### config.mk
export PLATFORM = sky130hd
export DESIGN_NAME = robot_command_frame_parser_top
export DESIGN_NICKNAME = d
export VERILOG_FILES = /design/src/design/rcfp_pkg.sv /design/src/design/robot_command_frame_parser_top.sv /design/src/design/rcfp_in_reg.sv /design/src/design/rcfp_parser.sv /design/src/design/rcfp_out_reg.sv
export SDC_FILE = /design/constraint.sdc
export NUM_CORES = 1
export LEC_CHECK = 0
export BUFFER_PORTS_ARGS = -buffer_cell sky130_fd_sc_hd__buf_2
export CAP_MARGIN = 0
export CORE_ASPECT_RATIO = 0.75
export CORE_MARGIN = 2
export CORE_UTILIZATION = 55
export CTS_BUF_LIST = sky130_fd_sc_hd__clkbuf_16
export CTS_CLUSTER_SIZE = 30
export DETAILED_ROUTE_END_ITERATION = 12
export PLACE_DENSITY = 0.74
export SYNTH_ARGS = -nofsm -noshare
export SYNTH_HDL_FRONTEND = slang
export SYNTH_SLANG_ARGS = --single-unit
### constraint.sdc
create_clock -name clk_i -period 10 [get_ports clk_i]
set_clock_uncertainty 0.15 [all_clocks]
set_input_delay 1.5 -clock clk_i [delete_from_list [all_inputs] [get_ports clk_i]]
set_output_delay 1.5 -clock clk_i [all_outputs]
set_load 0.005 [all_outputs]
### src/design/rcfp_pkg.sv
// ----------------------------------------------------------------------------
// rcfp_pkg
// Shared types and constants of the robot command frame parser.
// ----------------------------------------------------------------------------
`default_nettype none

package rcfp_pkg;

  typedef enum logic [2:0] {
    EvShutdown = 3'd0,
    EvManual   = 3'd1,
    EvAngle    = 3'd2,
    EvWaypoint = 3'd3,
    EvReinit   = 3'd4
  } rcfp_event_e;

  typedef struct packed {
    rcfp_event_e        event_kind;
    logic               auto_mode;
    logic signed [13:0] velocity_milli;
    logic signed [15:0] turn_rate_tenk;
    logic signed [18:0] angle_rad_q16;
    logic        [4:0]  waypoint_index;
    logic signed [32:0] longitude_code;
    logic signed [32:0] latitude_code;
  } rcfp_result_t;

  localparam int InDataWidth  = 8;
  localparam int OutDataWidth = 128;
  localparam int OutUserWidth = 3;

endpackage

`default_nettype wire

### src/design/robot_command_frame_parser_top.sv
// ----------------------------------------------------------------------------
// robot_command_frame_parser_top
// Parses a telecommand byte stream into drive, angle and waypoint events.
// ----------------------------------------------------------------------------
// Input channel s_axis: one received byte per word in tdata[7:0]; tuser is
// set on the first byte of each command buffer.
// Output channel m_axis: one event per word; tuser carries the event kind,
// tdata the mode flag and the scaled values of that event (others zero).
// The parser handles each word as it leaves the input register; its event
// is then registered in the result register.
// Throughput: one byte per cycle unless m_axis stalls, set by the input
// register, the single pass through the FSM and the result register.
// Most bytes produce no event; at most one event per byte.
// Reset clears the valid flags of both registers and returns the parser to idle in auto mode.
// A stalled receiver holds the event in the result register; one more byte
// waits in the input register, then s_axis_tready drops until m_axis drains.
// ----------------------------------------------------------------------------
`default_nettype none

module robot_command_frame_parser_top
  import rcfp_pkg::*;
(
  input  wire logic                    clk_i,
  input  wire logic                    rst_ni,
  input  wire logic                    s_axis_tvalid,
  output logic                         s_axis_tready,
  input  wire logic [InDataWidth-1:0]  s_axis_tdata,  // [7:0] data_byte
  input  wire logic                    s_axis_tuser,  // [0] buffer_start
  output logic                         m_axis_tvalid,
  input  wire logic                    m_axis_tready,
  // [0] auto_mode, [14:1] velocity_milli, [30:15] turn_rate_tenk,
  // [49:31] angle_rad_q16, [54:50] waypoint_index, [87:55] longitude_code,
  // [120:88] latitude_code, [127:121] zero
  output logic [OutDataWidth-1:0]      m_axis_tdata,
  output logic [OutUserWidth-1:0]      m_axis_tuser   // [2:0] event_kind
);

  logic         down_ready;
  logic         advance;
  logic [7:0]   data_byte;
  logic         buffer_start;
  logic         res_valid;
  rcfp_result_t res;
  rcfp_result_t res_out;

  rcfp_in_reg u_in_reg (
    .clk_i            (clk_i),
    .rst_ni           (rst_ni),
    .s_valid_i        (s_axis_tvalid),
    .s_data_byte_i    (s_axis_tdata),
    .s_buffer_start_i (s_axis_tuser),
    .down_ready_i     (down_ready),
    .s_ready_o        (s_axis_tready),
    .advance_o        (advance),
    .data_byte_o      (data_byte),
    .buffer_start_o   (buffer_start)
  );

  rcfp_parser u_parser (
    .clk_i          (clk_i),
    .rst_ni         (rst_ni),
    .advance_i      (advance),
    .data_byte_i    (data_byte),
    .buffer_start_i (buffer_start),
    .res_valid_o    (res_valid),
    .res_o          (res)
  );

  rcfp_out_reg u_out_reg (
    .clk_i     (clk_i),
    .rst_ni    (rst_ni),
    .load_i    (advance),
    .valid_i   (res_valid),
    .res_i     (res),
    .m_ready_i (m_axis_tready),
    .m_valid_o (m_axis_tvalid),
    .res_o     (res_out),
    .ready_o   (down_ready)
  );

  assign m_axis_tuser = res_out.event_kind;
  assign m_axis_tdata = {7'd0,
                         res_out.latitude_code,
                         res_out.longitude_code,
                         res_out.waypoint_index,
                         res_out.angle_rad_q16,
                         res_out.turn_rate_tenk,
                         res_out.velocity_milli,
                         res_out.auto_mode};

endmodule

`default_nettype wire

### src/design/rcfp_in_reg.sv
// ----------------------------------------------------------------------------
// rcfp_in_reg
// Input register: holds one received word until the parser takes it.
// ----------------------------------------------------------------------------
`default_nettype none

module rcfp_in_reg
  import rcfp_pkg::*;
(
  input  wire logic       clk_i,
  input  wire logic       rst_ni,
  input  wire logic       s_valid_i,
  input  wire logic [7:0] s_data_byte_i,
  input  wire logic       s_buffer_start_i,
  input  wire logic       down_ready_i,
  output logic            s_ready_o,
  output logic            advance_o,
  output logic [7:0]      data_byte_o,
  output logic            buffer_start_o
);

  logic       valid_q, valid_d;
  logic [7:0] data_q;
  logic       start_q;
  logic       take;

  assign advance_o      = valid_q && down_ready_i;
  assign s_ready_o      = !valid_q || advance_o;
  assign take           = s_valid_i && s_ready_o;
  assign data_byte_o    = data_q;
  assign buffer_start_o = start_q;

  always_comb begin
    valid_d = valid_q;
    if (take) begin
      valid_d = 1'b1;
    end else if (advance_o) begin
      valid_d = 1'b0;
    end
  end

  always_ff @(posedge clk_i or negedge rst_ni) begin
    if (!rst_ni) begin
      valid_q <= 1'b0;
    end else begin
      valid_q <= valid_d;
    end
  end

  always_ff @(posedge clk_i) begin
    if (take) begin
      data_q  <= s_data_byte_i;
      start_q <= s_buffer_start_i;
    end
  end

endmodule

`default_nettype wire

### src/design/rcfp_parser.sv
// ----------------------------------------------------------------------------
// rcfp_parser
// Frame state machine: sync, function decode, field assembly and scaling.
// ----------------------------------------------------------------------------
`default_nettype none

module rcfp_parser
  import rcfp_pkg::*;
(
  input  wire logic       clk_i,
  input  wire logic       rst_ni,
  input  wire logic       advance_i,
  input  wire logic [7:0] data_byte_i,
  input  wire logic       buffer_start_i,
  output logic            res_valid_o,
  output rcfp_result_t    res_o
);

  localparam logic [3:0] PhIdle    = 4'd0;
  localparam logic [3:0] PhSync2   = 4'd1;
  localparam logic [3:0] PhFunc    = 4'd2;
  localparam logic [3:0] PhMLen    = 4'd3;
  localparam logic [3:0] PhMVel    = 4'd4;
  localparam logic [3:0] PhMTurn   = 4'd5;
  localparam logic [3:0] PhASub    = 4'd6;
  localparam logic [3:0] PhALen    = 4'd7;
  localparam logic [3:0] PhAAng    = 4'd8;
  localparam logic [3:0] PhLonSign = 4'd9;
  localparam logic [3:0] PhLon     = 4'd10;
  localparam logic [3:0] PhLatSign = 4'd11;
  localparam logic [3:0] PhLat     = 4'd12;

  localparam logic [7:0] SyncByte   = 8'hAB;
  localparam logic [7:0] FnShutdown = 8'h00;
  localparam logic [7:0] FnManual   = 8'h01;
  localparam logic [7:0] FnAuto     = 8'h02;
  localparam logic [7:0] FnReinit   = 8'h03;
  localparam logic [7:0] SignNeg    = 8'h01;

  localparam int RecordBytes = 10;
  localparam int RecipShift  = 11;
  localparam int RecipMul    = (2 ** RecipShift + RecordBytes - 1) / RecordBytes;
  localparam logic [18:0] AngleScale  = 19'd411540;
  localparam logic signed [19:0] AngleOffset = 20'sd205770;

  logic [3:0]         phase_q, phase_d;
  logic [1:0]         count_q, count_d;
  logic [31:0]        word_q, word_d;
  logic               sign_q, sign_d;
  logic [7:0]         held_vel_q, held_vel_d;
  logic signed [32:0] held_lon_q, held_lon_d;
  logic [4:0]         left_q, left_d;
  logic [4:0]         wp_cnt_q, wp_cnt_d;
  logic               auto_q, auto_d;

  logic [7:0]         len_m2;
  logic [15:0]        recip_prod;
  logic [7:0]         quot_est;
  logic [7:0]         rem_est;
  logic [7:0]         quot;
  logic [15:0]        ang_word;
  logic [15:0]        ang_code;
  logic [34:0]        ang_prod;
  logic signed [19:0] ang_val;
  logic [31:0]        coord_word;
  logic signed [13:0] vel_val;
  logic signed [15:0] turn_val;

  function automatic logic signed [32:0] signed_coord(input logic [31:0] w, input logic neg);
    logic signed [32:0] v;
    v = $signed({w[31], w});
    return neg ? -v : v;
  endfunction

  assign len_m2     = data_byte_i - 8'd2;
  assign recip_prod = 16'(len_m2) * 16'(RecipMul);
  assign quot_est   = 8'(recip_prod >> RecipShift);
  assign rem_est    = len_m2 - 8'(quot_est * 8'(RecordBytes));
  assign quot       = (rem_est >= 8'(RecordBytes)) ? quot_est + 8'd1 : quot_est;

  assign ang_word = {data_byte_i, word_q[7:0]};
  assign ang_code = ang_word ^ 16'h8000;
  assign ang_prod = 35'(ang_code) * 35'(AngleScale);
  assign ang_val  = $signed({1'b0, ang_prod[34:16]}) - AngleOffset;

  assign coord_word = word_q | (32'(data_byte_i) << {count_q, 3'b000});
  assign vel_val    = $signed({{6{held_vel_q[7]}}, held_vel_q}) * 14'sd39;
  assign turn_val   = $signed({{8{data_byte_i[7]}}, data_byte_i}) * 16'sd156;

  always_comb begin
    phase_d     = phase_q;
    count_d     = count_q;
    word_d      = word_q;
    sign_d      = sign_q;
    held_vel_d  = held_vel_q;
    held_lon_d  = held_lon_q;
    left_d      = left_q;
    wp_cnt_d    = wp_cnt_q;
    auto_d      = auto_q;
    res_valid_o = 1'b0;
    res_o       = '0;
    if (advance_i) begin
      if (buffer_start_i) begin
        phase_d = (data_byte_i == SyncByte) ? PhSync2 : PhIdle;
      end else begin
        unique case (phase_q) inside
          PhSync2: begin
            phase_d = (data_byte_i == SyncByte) ? PhFunc : PhIdle;
          end
          PhFunc: begin
            phase_d = PhIdle;
            if (data_byte_i == FnShutdown || data_byte_i == FnReinit) begin
              res_valid_o      = 1'b1;
              res_o.event_kind = (data_byte_i == FnShutdown) ? EvShutdown : EvReinit;
              res_o.auto_mode  = auto_q;
            end else if (data_byte_i == FnManual) begin
              phase_d = PhMLen;
            end else if (data_byte_i == FnAuto) begin
              phase_d = PhASub;
            end
          end
          PhMLen: begin
            phase_d = PhMVel;
          end
          PhMVel: begin
            held_vel_d = data_byte_i;
            phase_d    = PhMTurn;
          end
          PhMTurn: begin
            auto_d               = 1'b0;
            phase_d              = PhIdle;
            res_valid_o          = 1'b1;
            res_o.event_kind     = EvManual;
            res_o.auto_mode      = 1'b0;
            res_o.velocity_milli = vel_val;
            res_o.turn_rate_tenk = turn_val;
          end
          PhASub: begin
            auto_d  = 1'b1;
            phase_d = (data_byte_i == 8'd0) ? PhALen : PhIdle;
          end
          PhALen: begin
            left_d  = (data_byte_i < 8'd2) ? 5'd0 : quot[4:0];
            count_d = 2'd0;
            phase_d = PhAAng;
          end
          PhAAng: begin
            if (count_q == 2'd0) begin
              word_d  = 32'(data_byte_i);
              count_d = 2'd1;
            end else begin
              word_d              = word_q | (32'(data_byte_i) << 8);
              count_d             = 2'd0;
              res_valid_o         = 1'b1;
              res_o.event_kind    = EvAngle;
              res_o.auto_mode     = auto_q;
              res_o.angle_rad_q16 = ang_val[18:0];
              wp_cnt_d            = 5'd0;
              phase_d             = (left_q == 5'd0) ? PhIdle : PhLonSign;
            end
          end
          PhLonSign, PhLatSign: begin
            sign_d  = (data_byte_i == SignNeg);
            count_d = 2'd0;
            word_d  = 32'd0;
            phase_d = (phase_q == PhLonSign) ? PhLon : PhLat;
          end
          PhLon, PhLat: begin
            word_d = coord_word;
            if (count_q != 2'd3) begin
              count_d = count_q + 2'd1;
            end else begin
              count_d = 2'd0;
              if (phase_q == PhLon) begin
                held_lon_d = signed_coord(coord_word, sign_q);
                phase_d    = PhLatSign;
              end else begin
                res_valid_o          = 1'b1;
                res_o.event_kind     = EvWaypoint;
                res_o.auto_mode      = auto_q;
                res_o.waypoint_index = wp_cnt_q;
                res_o.longitude_code = held_lon_q;
                res_o.latitude_code  = signed_coord(coord_word, sign_q);
                wp_cnt_d             = wp_cnt_q + 5'd1;
                left_d               = left_q - 5'd1;
                phase_d              = (left_q == 5'd1) ? PhIdle : PhLonSign;
              end
            end
          end
          default: begin
            phase_d = PhIdle;
          end
        endcase
      end
    end
  end

  always_ff @(posedge clk_i or negedge rst_ni) begin
    if (!rst_ni) begin
      phase_q    <= PhIdle;
      count_q    <= 2'd0;
      word_q     <= 32'd0;
      sign_q     <= 1'b0;
      held_vel_q <= 8'd0;
      held_lon_q <= 33'sd0;
      left_q     <= 5'd0;
      wp_cnt_q   <= 5'd0;
      auto_q     <= 1'b1;
    end else begin
      phase_q    <= phase_d;
      count_q    <= count_d;
      word_q     <= word_d;
      sign_q     <= sign_d;
      held_vel_q <= held_vel_d;
      held_lon_q <= held_lon_d;
      left_q     <= left_d;
      wp_cnt_q   <= wp_cnt_d;
      auto_q     <= auto_d;
    end
  end

  a_res_needs_word: assert property (@(posedge clk_i) disable iff (!rst_ni)
    res_valid_o |-> advance_i)
    else $error("result without a word");

  a_bad_sync_idles: assert property (@(posedge clk_i) disable iff (!rst_ni)
    advance_i && buffer_start_i && data_byte_i != SyncByte |=> phase_q == PhIdle)
    else $error("bad first sync byte did not return to idle");

  a_manual_clears_auto: assert property (@(posedge clk_i) disable iff (!rst_ni)
    res_valid_o && res_o.event_kind == EvManual |=> !auto_q)
    else $error("manual drive left auto mode set");

  a_waypoint_left: assert property (@(posedge clk_i) disable iff (!rst_ni)
    (phase_q == PhLonSign || phase_q == PhLatSign || phase_q == PhLon || phase_q == PhLat)
      |-> left_q != 5'd0)
    else $error("waypoint phase with no waypoints left");

endmodule

`default_nettype wire

### src/design/rcfp_out_reg.sv
// ----------------------------------------------------------------------------
// rcfp_out_reg
// Result register: holds one event until the receiver takes it.
// ----------------------------------------------------------------------------
`default_nettype none

module rcfp_out_reg
  import rcfp_pkg::*;
(
  input  wire logic          clk_i,
  input  wire logic          rst_ni,
  input  wire logic          load_i,
  input  wire logic          valid_i,
  input  wire rcfp_result_t  res_i,
  input  wire logic          m_ready_i,
  output logic               m_valid_o,
  output rcfp_result_t       res_o,
  output logic               ready_o
);

  logic         valid_q, valid_d;
  rcfp_result_t res_q;

  assign m_valid_o = valid_q;
  assign res_o     = res_q;
  assign ready_o   = !valid_q || m_ready_i;

  always_comb begin
    valid_d = valid_q;
    if (load_i) begin
      valid_d = valid_i;
    end else if (m_ready_i) begin
      valid_d = 1'b0;
    end
  end

  always_ff @(posedge clk_i or negedge rst_ni) begin
    if (!rst_ni) begin
      valid_q <= 1'b0;
    end else begin
      valid_q <= valid_d;
    end
  end

  always_ff @(posedge clk_i) begin
    if (load_i && valid_i) begin
      res_q <= res_i;
    end
  end

endmodule

`default_nettype wire
==> results.md, run 1 <==
- Input and output buffers added on the ports amount to 136.
- The setup check on the worst reg-to-reg path leaves a slack of 1.59 ns.
- The number of clock buffers added by TritonCTS is 26.
- The share of the Yosys chip area taken by registers is 0.336.
- The number of global-route vias before repair came to 13,400.
- The largest vdd supply drop is 0.000434 V.
- The hold path startpoint is u_parser.held_lon_q[3]$_DFFE_PN0P_.
- In this run the number of H-tree levels came out at 1.
- The post-route clock period utilization is 0.841.
- The count of endpoints failing hold in the final timing report was 0.
- The critical path in this run is classified as register to register.
- Synthesis produced 1,831 cells.
- Of the cells placed in the final design, the portion with a size suffix greater than 1 is 0.120.
- The most instantiated flip-flop cell in the synthesis netlist is edfxtp_1.
- Dividing the synthesized area by the synthesized cell count gives 10.2 µm².
- Summing all multi-input logic gate instances after layout gives 11,300 µm².
- The floorplan row count is 58.
- The number of antenna diodes in the final layout is 0.
- The capture point of the worst reg-to-reg path is u_parser.left_q[2]$_DFFE_PN0P_.
- The most numerous cell type found on the critical path is inv_1.
- Dividing the detail-routed wire length by the instance count gives 18.9 µm.
- The final number of max-transition violations came to 0.
- The internal power of the cells totals 0.00367 W.
- The worst hold path was traced through 2 stages.
- The worst setup path is launched from a register.
- The final global-route overflow total is 0.
- The number of antenna violations at the first check in global routing was 1.
- Entering global routing, the biggest net connects 75 pins.
- The TritonCTS clock tree is done.
- The reported net switching power is 0.00350 W.
- The number of DRC violations after detailed-routing iteration 0 is 1,066.
- Counting I/O delays and the setup requirement, the final critical path takes 8.41 ns.
- The worst register-to-register path begins at u_in_reg.data_byte_o[2]$_DFFE_PP_.
- The number of buffers between clock root and the deepest sink is 3.
- Synthesis instantiated 85 different standard cells from the library.
- The final setup TNS is 0 ns.
- The number of standard cells in the layout, taps in and fillers out is 2,433.
- Clock-pin slew was measured on the worst setup and hold paths at 0.06 ns.
- The number of ports placed on the die boundary is 146.
- Setup repair after global routing left no endpoint under its margin.
- On the worst path, the slowest cell contributes a delay of 0.53 ns.
- The total leakage power is 9.53 nW.
- The number of gates given a new drive strength after cts is 0.
- The vias per cell is 5.68.
- The top cell types in the final layout, fill and taps aside, are ha_1, inv_1, nor2_1.
- In this run the tightest slew margin relative to its limit is 0.207.
- The number of max-cap violations is 0.
- From synthesis to final layout, the design area changed by 10.6%.
- After detailed placement, the design holds a cell count of 2,385.
- The total power density per cell area is 348 nW/µm².
- Of all flip-flops after synthesis, the portion carrying an async set or reset was 0.415.
- Based on the critical path, the design can be clocked at up to 119 MHz.
- The horizontal die dimension is 217 µm.
- STA puts the critical path data arrival time at 8.66 ns.
- For this design, the CTS-stage hold fixing added 0 buffers.
- The cell area after synthesis is 18,600 µm².
- The post-CTS setup repair buffer count is 0.
- For this run, the total global-route usage over all layers was measured as 0.264.
- The number of enable-type register cells in the synthesized netlist is 131.
- The die extent in y is 163 µm.
- The detailed placement HPWL is 35.9 mm.
- The flow ran to the end, and the final reports show no timing, DRC or antenna violations.
- For the worst setup path, the data required time is 10.25 ns.
- Counting the fill cells in the layout gives 2,806.
- The number of nets at the end of the flow is 2,352.
- For hold timing, the worst endpoint is u_parser.held_lon_q[3]$_DFFE_PN0P_.
- The tree is rooted in a clkbuf_16.
- At the pin with the least slew margin, the transition time is 1.19 ns.
- The first global-routing pass estimated 73.2 mm of wire.
- The worst min-delay path class is register to register.
- The proportion of total power due to net switching is 0.488.
- The library cell used most frequently in the layout, excluding fill and tap cells, is ha_1.
- The clock insertion delay at the later pin of the skew report is 0.55 ns.
- The area of all sequential standard cells is 6260 µm².
- The overall routed net length is 45.9 mm.
- The via count of the routed design is 13,800.
- Of the total power, registers draw 0.137.
- Grouping stages by cell kind, the critical path spends the most delay in adder cells.
- For the worst flop-to-flop path, the logic depth is 34.
- The critical path buffer and inverter count is 7.
- Setup violations remaining at the end of the flow were counted as 0.
- The CTS sink count is 224.
- The nature of the critical path endpoint is a register.
- The slowest stage of the critical path is the fa_1 cell.
- The remaining antenna violation count after routing is 0.
- The detailed-router iteration count before antenna repair is 5.
- The floorplan step defined a die boundary enclosing 35,400 µm².
- Routability-driven placement finished with a final weighted congestion of 0.927.
- In this run, synthesis produced a sequential element count of 224.
- Of the total power, combinational logic draws 0.736.
- The maximum fanout encountered on the critical timing path is 6.
- For this configuration, the core starts out at a cell density of 0.557.
- The portion of total power attributed to the clock network is 0.128.
- The core region is 33,500 µm².
- The post-route DRC violation count is 0.
- Yosys printed 0 warnings.
## cells in the mapped netlist (all sizes together), types with 10 or more instances
library cell / n / area, µm²
o21ai: 111 / 567
nand3: 23 / 115
edfxtp: 131 / 3930
xor2: 30 / 270
nand4: 11 / 75.1
nand2b: 16 / 100
inv: 214 / 803
dfrtp: 92 / 2300
a211oi: 13 / 113
nand2: 134 / 503
clkbuf: 41 / 154
a22o: 14 / 123
buf: 18 / 110
a21oi: 111 / 563
a31oi: 11 / 68.8
fa: 109 / 2180
o21bai: 14 / 105
xnor2: 78 / 691
nor2b: 12 / 75.1
a21o: 22 / 166
nor3: 29 / 145
or3: 11 / 73.8
and2: 47 / 294
o31ai: 10 / 93.8
o21a: 11 / 82.6
and3: 14 / 88.8
nor2: 144 / 543
ha: 267 / 3340
## per-stage QoR
step	cell area, µm²	setup WS (ns)	util	total power (W)	hold slack (ns)
2_1_floorplan	18700	1.87	-	0.00518	0.292
3_3_place_gp	19800	1.87	0.592	0.00605	0.305
3_5_place_dp	19800	1.70	0.592	0.00617	0.313
4_1_cts	20600	1.66	0.616	0.00713	0.326
5_1_grt	20600	1.02	0.616	0.00782	0.347
6_report	20600	1.59	0.616	0.00717	0.322
## layer usage
layer  GRT usage  part of all wire  vias to the layer above
met5      0.0167            0.0020                        -
met4      0.0486             0.015                        4
met3      0.0607             0.086                       56
met2       0.390              0.43                      495
met1       0.397              0.47                     6722
li1            -                 -                     6545
## worst max-delay path by stage
stage | from | endpoint | slack [ns] | cells after the start
after floorplan | u_in_reg.data_byte_o[2]$_DFFE_PP_ | u_parser.left_q[2]$_DFFE_PN0P_ | 1.87 | 34
after global placement | u_in_reg.data_byte_o[2]$_DFFE_PP_ | u_parser.left_q[2]$_DFFE_PN0P_ | 1.87 | 34
after detailed placement | u_in_reg.data_byte_o[2]$_DFFE_PP_ | u_parser.left_q[2]$_DFFE_PN0P_ | 1.70 | 34
after CTS | u_in_reg.data_byte_o[2]$_DFFE_PP_ | u_parser.left_q[2]$_DFFE_PN0P_ | 1.66 | 34
after global routing | u_in_reg.data_byte_o[2]$_DFFE_PP_ | u_parser.left_q[2]$_DFFE_PN0P_ | 1.02 | 34
final | u_in_reg.data_byte_o[2]$_DFFE_PP_ | u_parser.left_q[2]$_DFFE_PN0P_ | 1.59 | 34
## layout make-up
type / instances / area share
clock buffers: 27 / 0.0328
clock inverters: 21 / 0.00668
inverters: 214 / 0.0391
multi-input cells: 1342 / 0.550
flip-flops and latches: 224 / 0.304
well taps: 450 / 0.0273
repair buffers: 155 / 0.0401
## sequential cells by signal (all words and copies together) (netlist names)
signal / cells
u_in_reg.data_byte_o: 8
u_parser.held_lon_q: 33
u_parser.wp_cnt_q: 5
u_parser.sign_q: 1
u_parser.count_q: 2
u_parser.auto_q: 1
u_out_reg.res_o: 122
u_parser.held_vel_q: 8
u_parser.left_q: 5
u_out_reg.m_valid_o: 1
u_in_reg.valid_q: 1
u_parser.word_q: 32
u_parser.phase_q: 4
u_in_reg.buffer_start_o: 1
## power groups by stage
stage          Clock, W  Sequential [W]  Combinational, W
6_report       0.000917        0.000979           0.00528
5_1_grt        0.000964        0.000979           0.00587
4_1_cts        0.000926        0.000979           0.00523
3_5_place_dp          0        0.000998           0.00517
3_3_place_gp          0        0.000997           0.00505
2_1_floorplan         0         0.00100           0.00417
## cell families (layout without fill, tap and decap cells)
| logic type | Yosys count | after routing | share of synthesized area |
|---|---|---|---|
| AOI/OAI and AO/OA | 357 | 357 | 0.123 |
| buffers and inverters | 273 | 417 | 0.0573 |
| adders and majority gates | 377 | 377 | 0.297 |
| xor gates and xnor gates | 110 | 110 | 0.0541 |
| other | 1 | 9 | 0.000201 |
| DFF | 224 | 224 | 0.336 |
| and+or+nand+nor | 473 | 473 | 0.123 |
| muxes | 16 | 16 | 0.00913 |
## worst register-to-register path: cells and delay by family (launching register included)
family	cells	cell delay (ns)
adders and majority gates	9	3.57
AOI/OAI and AO/OA	12	2.48
xor gates and xnor gates	4	0.79
buffers and inverters	7	0.64
DFF	1	0.38
and+or+nand+nor	2	0.23
No activity file was read; power rests on OpenSTA's default activity.
==> run 2: changes to the inputs <==
ABC_AREA = 1   (was unset)
PLACE_DENSITY = 0.77   (was 0.74)
clock period = 7.7 ns   (was 10 ns; I/O delays follow)
==> results.md, run 2 <==
- The average cell area after synthesis is 8.39 µm².
- The run finished with clean final reports.
- The pin count of the biggest net entering global routing is 70.
- For this run, the slowest stage of the critical path takes 0.54 ns.
- The number of inserted filler cells in the final layout is 3,035.
- The CTS root buffer is clkbuf_16.
- The worst setup path is of the register to register kind.
- The most frequent standard cell in the layout excluding fill and tap cells is nand2_1.
- The required time of the critical path is 8.00 ns.
- VDD sags by at most 0.000417 V.
- Derived from the worst setup path, the maximum achievable clock frequency is 140 MHz.
- After floorplanning, the core was divided into 60 placement rows.
- Global routing finished with a remaining overflow of 0.
- The final number of max-transition violations was 0.
- Of all flip-flops after synthesis, the portion carrying an async set or reset was 0.415.
- The area growth from synthesis to layout is 10.0%.
- The count of endpoints failing hold in the final timing report came to 0.
- The number of antenna repair diodes is 0.
- From left edge to right edge, the die measures 223 µm.
- The initial utilization of the core area, before any placement, comes to 0.556.
- The tree built by TritonCTS fans out to 224 sinks.
- Of the cells placed in the final design, the portion with a size suffix greater than 1 is 0.108.
- Summing over every cut layer, the via total after detailed routing is 16,400.
- Synthesis inferred 224 register bits.
- The clock insertion delay at the later pin of the skew report is 0.53 ns.
- The first TritonRoute pass finished after 6 iterations.
- The number of buffers added by the clock tree synthesis step is 25.
- The share of the Yosys chip area taken by registers is 0.316.
- After the last flow step, the layout net total stands at 2,902.
- STA classifies the critical path endpoint as a register.
- edfxtp_1 takes more of the synthesized area than any other cell.
- The final setup violation count is 0.
- Setup repair after global routing left no endpoint under its margin.
- At the end of routability-driven placement, the weighted congestion stood at 0.952.
- The floorplan step defined a die boundary enclosing 37,600 µm².
- In this run the worst path has a maximum fanout of 7.
- For this run, the total global-route usage over all layers was measured as 0.275.
- The routed wirelength normalized by instance count is 17.1 µm.
- After synthesis, the cell types taking the most area are edfxtp_1, ha_1, dfrtp_1.
- The worst min-delay path class is register to register.
- Hold repair after CTS inserted 0 buffers.
- In the final timing run, aggregate negative setup slack is 0 ns.
- The number of global-route vias before repair is 15,600.
- After detailed routing, the number of vias per cell comes to 5.47.
- Measured against its own limit, the worst slew margin works out to 0.238.
- In this run, distinct cell masters in the synthesized netlist total 60.
- The number of max-cap violations is 0.
- Counting flops with a built-in enable in the synthesized netlist gives 131.
- Leaving out fill and tap cells, the most frequent cells in the layout are nand2_1, inv_1, ha_1.
- For this run, the share of the core covered by cells in the final layout is 0.611.
- The standard cell core area is 35,700 µm².
- The number of antenna violations at the first check in global routing is 0.
- The share of synthesized area in the top cell type comes to 0.199.
- The count of H-tree levels built during CTS is 1.
- The smallest clock period supported by the final layout is computed as 7.14 ns.
- The most frequent cell after synthesis is nand2_1.
- The number of ports placed on the die boundary is 146.
- The register with the most flip-flops in the layout has 122 of them.
- In this run the power density over the cells is 435 nW/µm².
- Synthesis produced 2,362 cells.
- The total leakage power is 10.5 nW.
- The detailed router finished its first iteration with 1,770 violations.
- The remaining antenna violation count after routing is 0.
- At the worst endpoint, the arrival time is 7.44 ns.
- After clock tree synthesis, the clock-pin slew on the worst setup and hold paths is 0.06 ns.
- The cell type with the highest occurrence count on the critical path is nand2_1.
- The die is 168 µm tall.
- The most instantiated flip-flop cell in the synthesis netlist is edfxtp_1.
- The worst setup path is launched from a register.
- The cell area after synthesis is 19,800 µm².
- The number of buffers between clock root and the deepest sink is 3.
- The global-route wire length before repair is 82.4 mm.
- The HPWL after detailed placement is 41.1 mm.
- By count the netlist is led by nand2_1, inv_1, ha_1.
- After detailed routing, the number of remaining DRC violations is 0.
- The cell with the biggest individual delay on the critical path is fa_1.
- The transition time at the pin with the least slew margin is 1.14 ns.
- Dividing the final minimum period by the clock period gives 0.928.
- The overall routed net length is 51.2 mm.
- The count of warnings emitted by yosys is 0.
- The number of buffers inserted by port buffering is 136.
- TritonCTS built the clock tree.
[run 2: final timing paths]
path / cells after the start / slack [ns] / startpoint / endpoint
max: 42 / 0.56 / u_in_reg.data_byte_o[2]$_DFFE_PP_ / u_parser.left_q[3]$_DFFE_PN0P_
min: 2 / 0.34 / u_parser.held_lon_q[3]$_DFFE_PN0P_ / u_parser.held_lon_q[3]$_DFFE_PN0P_
max reg2reg: 42 / 0.56 / u_in_reg.data_byte_o[2]$_DFFE_PP_ / u_parser.left_q[3]$_DFFE_PN0P_
min reg2reg: 2 / 0.34 / u_parser.held_lon_q[3]$_DFFE_PN0P_ / u_parser.held_lon_q[3]$_DFFE_PN0P_
max in group asynchronous: 2 / 5.81 / rst_ni / u_parser.word_q[19]$_DFFE_PN0P_
min in group asynchronous: 1 / 0.43 / rst_ni / u_parser.held_lon_q[24]$_DFFE_PN0P_
[run 2: layout make-up]
class                           count  area [µm²]  area share
Timing Repair Buffer              163         886      0.0406
Multi-Input combinational cell   1641       11600       0.533
Tap cell                          465         582      0.0267
Inverter                          458        1720      0.0790
Clock buffer                       25         626      0.0287
Sequential cell                   224        6260       0.287
Clock inverter                     20         104     0.00476
[run 2: logic make-up (layout without fill, tap and decap cells)]
family,count (synthesis),count (layout),synth area share
buffers and inverters,505,666,0.100
DFF,224,224,0.316
other,1,9,0.000189
and+or+nand+nor,890,890,0.193
AOI/OAI and AO/OA,306,306,0.0854
adders and majority gates,376,376,0.279
xor gates and xnor gates,60,60,0.0265
[run 2: what timing repair did]
| action | 4_1_cts | 5_1_grt |
|---|---|---|
| endpoints found under the setup margin | 0 | 5 |
| setup buffers | 0 | 4 |
| hold endpoints to repair | 0 | 0 |
| resized for setup | 0 | 4 |
[run 2: stage by stage]
step / setup slack (ns) / instances / power, W / hold slack, ns / area [µm²]
detailed placement: 0.380 / 2947 / 0.00824 / 0.323 / 21000
floorplan: 0.0855 / 2370 / 0.00666 / 0.303 / 19800
global route: 0.0333 / 2996 / 0.0106 / 0.358 / 21800
global placement: 0.603 / 2947 / 0.00802 / 0.320 / 21000
CTS: 0.328 / 2992 / 0.00939 / 0.338 / 21800
finish: 0.558 / 2996 / 0.00948 / 0.340 / 21800
[run 2: metal layers]
| layer | vias up | share of wire | global-route usage |
|---|---|---|---|
| met1 | 7734 | 0.47 | 0.422 |
| met4 | 0 | 0.021 | 0.0587 |
| li1 | 7895 | - | - |
| met2 | 675 | 0.42 | 0.402 |
| met3 | 74 | 0.093 | 0.0545 |
| met5 | - | 0 | 0 |
[run 2: worst max-delay path: cells and delay by family (launching register included)]
kind,cells,cell delay [ns]
adder cells (fa/ha/maj),10,3.59
buffers and inverters,9,0.73
AND/OR/NAND/NOR,20,1.62
XOR/XNOR,1,0.22
flip-flops,1,0.41
AO/OA/AOI/OAI,2,0.35
[run 2: where the power goes]
group	switching, W	internal, W
Clock	0.000500	0.000593
Combinational	0.00466	0.00238
Sequential	0.0000525	0.00130
